`config.mk`:
```
export PLATFORM = sky130hd
export DESIGN_NAME = tkpr_fifo
export DESIGN_NICKNAME = d
export VERILOG_FILES = /design/src/hw/rtl/tkpr_pkg.sv /design/src/hw/rtl/tkpr_fifo.sv
export SDC_FILE = /design/constraint.sdc
export NUM_CORES = 1
export LEC_CHECK = 0
export ABC_AREA = 1
export BUFFER_PORTS_ARGS = -buffer_cell sky130_fd_sc_hd__buf_2
export CAP_MARGIN = 20
export CORE_MARGIN = 2
export CORE_UTILIZATION = 45
export DETAILED_ROUTE_END_ITERATION = 16
export PLACE_DENSITY = 0.7
export SLEW_MARGIN = 20
export SYNTH_ARGS = -nofsm -noshare
export SYNTH_HDL_FRONTEND = slang
export SYNTH_SLANG_ARGS = --single-unit
```
`constraint.sdc`:
```
create_clock -name clk -period 18.1 [get_ports clk]
set_clock_uncertainty 0.15 [all_clocks]
set_input_delay 0 -clock clk [delete_from_list [all_inputs] [get_ports clk]]
set_output_delay 0 -clock clk [all_outputs]
set_load 0.1 [all_outputs]
```
`src/hw/rtl/tkpr_pkg.sv`:
```
`default_nettype none
package tkpr_pkg;
	localparam int MaxDims = 4;
	localparam int MaxEdge = 256;
	localparam int DimW = $clog2(MaxDims);
	localparam int EdgeW = $clog2(MaxEdge);
	localparam int TblW = DimW + EdgeW;
	localparam int LenW = 9;
	localparam int KeyW = 63;

	typedef enum logic [1:0] {
		KIND_LEN = 2'd0,
		KIND_ENTRY = 2'd1,
		KIND_FWD = 2'd2,
		KIND_INV = 2'd3
	} kind_t;

	typedef struct packed {
		logic [1:0] kind;
		logic [2:0] dimension;
		logic [7:0] entry_index;
		logic [7:0] mapped_coordinate;
		logic excluded;
		logic [8:0] old_length;
		logic [8:0] new_length;
		logic has_permutation;
		logic [62:0] key;
		logic [63:0] value;
		logic last_of_batch;
	} in_beat_t;

	typedef struct packed {
		logic [62:0] new_key;
		logic [63:0] data_word;
		logic [62:0] slot;
		logic fault;
		logic batch_end;
	} out_beat_t;

	function automatic logic [LenW-1:0] clamp_len(input logic [8:0] v);
		logic [LenW-1:0] r;
		r = v;
		if (v == 9'd0) r = LenW'(1);
		else if (32'(v) > MaxEdge) r = LenW'(MaxEdge);
		return r;
	endfunction
endpackage
`default_nettype wire

```
`src/hw/rtl/tkpr_fifo.sv`:
```
`default_nettype none
module tkpr_fifo (
	input wire logic clk,
	input wire logic arst_n,
	input wire tkpr_pkg::in_beat_t wr_data,
	input wire logic wr_valid,
	output logic wr_ready,
	output tkpr_pkg::in_beat_t rd_data,
	output logic rd_valid,
	input wire logic rd_ready
);
	import tkpr_pkg::*;
	in_beat_t mem_q [2];
	logic wp_q, rp_q;
	logic [1:0] cnt_q;
	logic wr, rd;

	assign wr_ready = cnt_q != 2'd2;
	assign rd_valid = cnt_q != 2'd0;
	assign rd_data = mem_q[rp_q];
	assign wr = wr_valid && wr_ready;
	assign rd = rd_valid && rd_ready;

	always_ff @(posedge clk) begin
		if (wr) mem_q[wp_q] <= wr_data;
	end

	always_ff @(posedge clk or negedge arst_n) begin
		if (!arst_n) begin
			wp_q <= 1'b0;
			rp_q <= 1'b0;
			cnt_q <= 2'd0;
		end else begin
			if (wr) wp_q <= ~wp_q;
			if (rd) rp_q <= ~rp_q;
			cnt_q <= cnt_q + {1'b0, wr} - {1'b0, rd};
		end
	end
endmodule
`default_nettype wire

```
* Word-level counts from Yosys, hierarchy flattened
Memories as Yosys holds them, arrays and structs flattened. Index checks and enable logic that the tools add are counted.
Cells by class: reductions and logical operators 3, bitwise operators 2, mux-type cells 2, add/sub/neg operators 2, eq/ne operators 1
Operator list (count):
- $add 2x1->2 | 1
- $logic_and 1x1->1 | 2
- $mux 1 | 2
- $ne 2x2->1 const B | 1
- $not 1->1 | 2
- $reduce_bool 2->1 | 1
- $sub 2x1->2 | 1
Word-level totals: bits of input ports 173, memories 1, bits in registers 4, RAM bits 338
Memory list:
- mem_q | words 2, bits a word 169, read ports 1, clocked after memory_dff 0, wr ports 1, RTL line tkpr_fifo.sv:13 | in_beat_t mem_q [2];

* Logic depth before layout (Yosys ltp)
Gate-level depths: netlist (run 1).
depth after elaboration 4, gate-level depth with buffers 10

* Least setup slack after synthesis (run 1)
Ideal clock, no wire load.
path type flip-flop to flip-flop, start register cnt_q[1], end memory mem_q[1][0] (netlist bit) (enable), path buffers 0, cell stages (with the launch flop) 4, arrival 8.333 ns, setup slack 8.916 ns, cells stage by stage dfrtp_1 nand2_1 nand2_1 nor2_1
Between the ends: longest elaborated chain between the ends 4
RTL lines:
- start, declared | RTL line tkpr_fifo.sv:15 | logic [1:0] cnt_q;
- start signal, assigned | RTL line tkpr_fifo.sv:36 | cnt_q <= cnt_q + {1'b0, wr} - {1'b0, rd};
- $ne 2x2->1 | RTL line tkpr_fifo.sv:18 | assign wr_ready = cnt_q != 2'd2;
- named net wr_ready | RTL line tkpr_fifo.sv:7 | output logic wr_ready,
- $logic_and 1x1->1 | RTL line tkpr_fifo.sv:21 | assign wr = wr_valid && wr_ready;
- $mux 1 | RTL line tkpr_fifo.sv:25 | if (wr) mem_q[wp_q] <= wr_data;
- $mux 1 (not written as such) | RTL line tkpr_fifo.sv:25
- end, declared | RTL line tkpr_fifo.sv:13
The timed path passes the listed nets, and every way through them passes these cells.

==> results.py, run 1 <==
metrics = {
    "outcome": {
        "status": "finished clean",
    },
    "cts": {
        "cts_buffers": 36,
        "cts_root_buf": "clkbuf_16",
        "cts-resized-gates": 0,
        "cts_tree": "done",
        "post_cts_buffers": 0,
        "cts_buffer_depth": 3,
        "htreeDepth": 2,
        "clkSlewWorstSetupHoldPaths_ns": 0.06,
        "cts.sinks": 342,
        "worstSkewPairLatency_ns": 0.50,
    },
    "route": {
        "drtIter0Drc": 581,
        "via_per_inst": 4.77,
        "antenna_left": 0,
        "drc": 0,
        "wl_mm": 31.1,
        "drtPass1Iterations": 4,
        "via_count": 8765,
        "drt-wirelength-per-cell_um": 16.9,
    },
    "final_layout": {
        "drive_gt1_share_pct": 27.4,
        "area_delta_synth_final_pct": 38.4,
        "nets": 1612,
        "seq_area_um2": 10300,
        "n_fill_cell": 2006,
        "final_core_util_pct": 62.8,
        "multi_input_comb_area_um2": 2000,
        "diodes": 0,
    },
    "yosys": {
        "ys.flop_type": "edfxtp_1",
        "synth-seq-cells": 342,
        "async_flop_share_pct": 1.17,
        "yosys.area.top_type_share_pct": 80.9,
        "syn_area_per_cell_um2": 13.7,
        "synth_top_area_cell": "edfxtp_1",
        "ys_warn_count": 0,
        "netlist_area_um2": 12500,
        "synth.area.top_cells": "edfxtp_1, nand2_1, buf_6",
        "synth_cell_types": 11,
        "synthTopCellsByCount": "nand2_1, edfxtp_1, buf_2, buf_6, inv_1",
        "syn_nets": 1089,
        "synth_most_common_cell": "nand2_1",
        "yosysSeqAreaShare_pct": 81.7,
        "synth-edff-count": 338,
        "synthCells": 914,
    },
    "floorplanning": {
        "die_w_um": 171,
        "die_y_um": 171,
        "pin_count": 344,
        "initial_core_util_pct": 45.4,
        "row_count": 61,
        "die_area_um2": 29200,
        "coreArea_um2": 27600,
    },
    "setup_path": {
        "crit_buf_inv": 3,
        "worst_setup_path_start_kind": "flip-flop",
        "worstPathRequired_ns": 17.95,
        "critical_path_class": "flip-flop to output pin",
        "crit_family": "buffers and inverters",
        "critPathMaxStageDelay_ns": 0.82,
        "path_cells": "inv_6 > buf_4 > nand2_1 > nand2_1 > buf_2",
        "cp_slowest_cell": "buf_4",
        "arrival_ns": 3.40,
        "crit_path_end_kind": "output pin",
        "path_depth": 5,
        "worst-r2r-cell-count": 5,
        "crit_fanout": 86,
        "path_common_cell": "nand2_1",
    },
    "global_routing": {
        "grt_max_degree": 95,
        "grt_pass1_wl_mm": 46.2,
        "grt_overflow": 0,
        "grt.total_usage_pct": 20.5,
        "antenna_found_initial": 0,
        "grt_pass1_vias": 8902,
    },
    "timing": {
        "relSlewSlack_pct": 28.6,
        "max_freq_ghz": 0.281,
        "setup_viol": 0,
        "worst_slew_pin_slew_ns": 1.07,
        "fin_tns_setup_ns": 0,
        "finalCriticalPeriod_ns": 3.55,
        "grt_setup_unrepaired": "false",
        "slew_viol_final": 0,
        "hold_viol": 0,
        "fin_crit_sh_pct": 19.6,
    },
    "min_path": {
        "hold_depth": 2,
        "holdCritPathClass": "primary input to flip-flop",
    },
    "placed_design": {
        "dp_hpwl_mm": 17.2,
        "routabilityCongestion": 0.739,
        "io_buffers": 343,
    },
    "flow_run": {
        "cap_violations": 0,
    },
}
-- layer usage --
layer | up-vias | global-route usage (%) | part of all wire, %
met1 | 4193 | 23.6 | 38
met3 | 52 | 6.18 | 9.3
li1 | 4140 | - | -
met5 | - | 0 | 0
met2 | 380 | 36.9 | 51
met4 | 0 | 6.15 | 2.0
-- cell families (layout without fill, tap and decap cells) --
group	count (synthesis)	after routing	synth area share [%]
flip-flops	342	342	81.7
buffers and inverters	46	592	2.35
adder cells (fa/ha/maj)	2	2	0.200
AND/OR/NAND/NOR	524	524	15.7
-- through the flow --
stage | cell area [um2] | instances | worst slack (ns) | hold slack, ns
final | 17400 | 1838 | 14.55 | 0.0599
after global placement | 14500 | 1604 | 15.19 | -0.335
after CTS | 17400 | 1838 | 14.61 | 0.0427
after global routing | 17400 | 1838 | 14.41 | 0.0664
after detailed placement | 14500 | 1604 | 15.17 | -0.331
after floorplan | 12500 | 914 | 8.92 | -0.446
-- worst register-to-register path: stages (launching register included) --
cell     delay (ns)
dfrtp_1        0.35
inv_1          0.07
nand2_1        0.10
nand3_1        0.17
inv_6          0.64
buf_4          0.93
-- final cells by class --
type,instances,share of cell area (%)
Sequential cell,342,59.1
Clock inverter,19,0.808
Timing Repair Buffer,522,20.1
Inverter,9,0.252
Tap cell,378,2.73
Clock buffer,42,5.44
Multi-Input combinational cell,526,11.5
-- path summary, 6_finish.rpt --
kind / start / to / slack (ns)
setup / recovery: rp_q$_DFFE_PN0P_ / rd_data[30] / 14.55
hold / removal: wr_data[8] / mem_q[1][8]$_DFFE_PP_ / 0.06
hold reg to reg: wp_q$_DFFE_PN0N_ / wp_q$_DFFE_PN0N_ / 0.35
min in group asynchronous: arst_n / rp_q$_DFFE_PN0P_ / 0.26
setup reg to reg: cnt_q[0]$_DFF_PN0_ / mem_q[0][60]$_DFFE_PP_ / 15.21
max in group asynchronous: arst_n / rp_q$_DFFE_PN0P_ / 17.34
-- registers in the layout, indices dropped and copies added, names as in the netlist --
signal / count
wp_q: 1
rp_q: 1
cnt_q: 2
mem_q: 338
-- timing repair --
item,CTS,global route
setup endpoints to repair,0,0
endpoints found under the hold margin,366,0
hold buffers,173,0
-- cells in the final DEF (no fill, tap or decap) --
cell type,instances
clkinvlp_4,1
clkbuf_1,5
clkinv_1,9
edfxtp_1,338
inv_6,2
nand3_1,3
buf_4,6
bufinv_16,2
clkinv_2,6
dfrtp_4,1
dlygate4sd3_1,173
nand2_1,520
inv_1,7
dfrtp_1,3
nor2_4,1
ha_1,2
buf_2,343
clkinv_4,1
clkbuf_16,37
Power of run 1 is not shown: default switching activity piles up to over one toggle a cycle in this logic, so the estimate is an artifact.
==> run 2: changes to the inputs <==
- ABC_AREA: 1 -> 0
- PLACE_DENSITY: 0.7 -> 0.73
- clock period: 18.1 -> 3.24 ns (I/O delays scaled with it)
==> results.py, run 2 <==
metrics = {
    "outcome": {
        "status": "finished clean",
    },
    "final_layout": {
        "final_core_util_pct": 64.1,
        "final_cell_mix": "buf_2, edfxtp_1, dlygate4sd3_1",
        "area_delta_synth_final_pct": 39.5,
        "top_register": "mem_q",
        "reg_top3": "mem_q (338), cnt_q (2)",
        "drive_gt1_share_pct": 51.7,
        "nets": 1263,
        "final_common_cell": "buf_2",
        "largest_reg_flops": 338,
    },
    "yosys": {
        "syn_nets": 718,
        "ys.flop_type": "edfxtp_1",
        "syn_area_per_cell_um2": 23.6,
        "synth-seq-cells": 342,
        "synth_top_area_cell": "edfxtp_1",
        "synth_cell_types": 16,
        "synthTopCellsByCount": "edfxtp_1, mux2_4, mux2_2, buf_6, buf_2",
        "ys_warn_count": 0,
        "netlist_area_um2": 12800,
        "async_flop_share_pct": 1.17,
        "synth-edff-count": 338,
        "yosysSeqAreaShare_pct": 80.1,
        "synth_most_common_cell": "edfxtp_1",
        "yosys.area.top_type_share_pct": 79.3,
        "synth.area.top_cells": "edfxtp_1, mux2_4, mux2_2",
        "synthCells": 543,
    },
    "min_path": {
        "hold_start": "wr_data[56]",
        "min_to": "mem_q[0][56]$_DFFE_PP_",
        "holdCritPathClass": "primary input to flip-flop",
        "hold_depth": 2,
    },
    "global_routing": {
        "grt_max_degree": 88,
        "grt_overflow": 0,
        "grt_pass1_wl_mm": 42.2,
        "antenna_found_initial": 5,
        "grt.total_usage_pct": 18.1,
        "grt_pass1_vias": 7896,
    },
    "timing": {
        "hold_slack_ns": 0.0591,
        "fin_crit_sh_pct": 79.3,
        "grt_setup_unrepaired": "false",
        "finalCriticalPeriod_ns": 2.57,
        "relSlewSlack_pct": 58.9,
        "setup_ws_ns": 0.671,
        "worst_slew_pin_slew_ns": 0.617,
        "max_freq_ghz": 0.389,
        "hold_viol": 0,
        "slew_viol_final": 0,
        "setup_viol": 0,
    },
    "cts": {
        "clkSlewWorstSetupHoldPaths_ns": 0.06,
        "post_cts_buffers": 0,
        "cts_buffers": 36,
        "htreeDepth": 2,
        "cts-resized-gates": 0,
        "cts.sinks": 342,
        "worstSkewPairLatency_ns": 0.51,
        "cts_tree": "done",
        "cts_root_buf": "clkbuf_16",
        "cts_buffer_depth": 3,
        "cts_hold_buf": 173,
    },
    "placed_design": {
        "dp_hpwl_mm": 16.4,
        "routabilityCongestion": 0.753,
        "io_buffers": 343,
        "dpl_worst_slack_ns": 1.12,
    },
    "floorplanning": {
        "die_y_um": 173,
        "row_count": 61,
        "die_w_um": 173,
        "coreArea_um2": 27900,
        "die_area_um2": 29800,
        "initial_core_util_pct": 45.9,
        "pin_count": 344,
    },
    "setup_path": {
        "worst_setup_path_start_kind": "flip-flop",
        "crit_fanout": 36,
        "crit_path_end_kind": "output pin",
        "arrival_ns": 2.42,
        "worst-r2r-cell-count": 3,
        "r2r_end": "mem_q[1][20]$_DFFE_PP_",
        "rrSetupSlack_ns": 1.12,
        "r2r_start": "cnt_q[1]$_DFF_PN0_",
        "critical_path_class": "flip-flop to output pin",
        "worstPathRequired_ns": 3.09,
    },
    "route": {
        "drtIter0Drc": 348,
        "drt-wirelength-per-cell_um": 18.4,
        "via_per_inst": 4.77,
        "drtPass1Iterations": 4,
        "antenna_left": 0,
        "drc": 0,
        "wl_mm": 27.6,
        "via_count": 7140,
    },
    "flow_run": {
        "cap_violations": 0,
    },
}
## run 2: changes by cell type after synthesis, sizes merged, moves of 3 or more
cell,change
nand2,-519
mux2,+169
buf,-18
inv,-8
nand3,-3
xnor2,+3
## run 2: cell type report
cell class / count / area (um2)
Sequential cell: 342 / 10300
Fill cell: 1894 / 10000
Timing Repair Buffer: 526 / 3620
Multi-Input combinational cell: 181 / 2400
Clock buffer: 46 / 960
Tap cell: 378 / 473
Clock inverter: 19 / 126
Antenna cell: 4 / 10.0
Inverter: 1 / 3.75
## run 2: worst max-delay path by stage
| stage | from | to | slack (ns) | cells past startpoint |
|---|---|---|---|---|
| 2_1_floorplan | cnt_q[1]$_DFF_PN0_ | mem_q[0][0]$_DFFE_PP_ | -0.65 | 3 |
| 3_3_place_gp | cnt_q[1]$_DFF_PN0_ | mem_q[1][54]$_DFFE_PP_ | 1.12 | 3 |
| 3_5_place_dp | cnt_q[1]$_DFF_PN0_ | mem_q[1][54]$_DFFE_PP_ | 1.12 | 3 |
| 4_1_cts | rp_q$_DFFE_PN0P_ | rd_data[29] | 0.65 | 3 |
| 5_1_grt | rp_q$_DFFE_PN0P_ | rd_data[45] | 0.57 | 3 |
| 6_report | rp_q$_DFFE_PN0P_ | rd_data[39] | 0.67 | 3 |
## run 2: kinds of logic (layout without fill, tap and decap cells)
family	after synthesis	in the layout	synth area share, %
xor gates and xnor gates	4	4	0.274
adders and majority gates	2	2	0.196
buffers and inverters	20	592	1.36
DFF	342	342	80.1
muxes	169	169	17.8
other	0	4	0
and+or+nand+nor	6	6	0.254
## run 2: per-layer routing
| metal | vias up | share of wire (%) | routed length [um] | global-route usage (%) |
|---|---|---|---|---|
| met5 | - | 0.047 | 13 | 0 |
| met4 | 2 | 3.4 | 930 | 7.34 |
| met3 | 60 | 7.5 | 2080 | 5.43 |
| met2 | 314 | 51 | 14200 | 32.7 |
| met1 | 3493 | 38 | 10400 | 20.0 |
| li1 | 3271 | - | - | - |
## run 2: critical path, cell delays in order, from the launching register on
cell and delay (ns):
dfrtp_4 0.83, buf_4 0.37, mux2_2 0.39, buf_2 0.30
## run 2: through the flow
stage	instances	area, um2	TNS (ns)
floorplan	543	12800	-145.62
global placement	1255	15000	0
detailed placement	1255	15000	0
CTS	1493	17800	0
global route	1497	17800	0
finish	1497	17800	0
Power of run 2 is left out for the same reason.
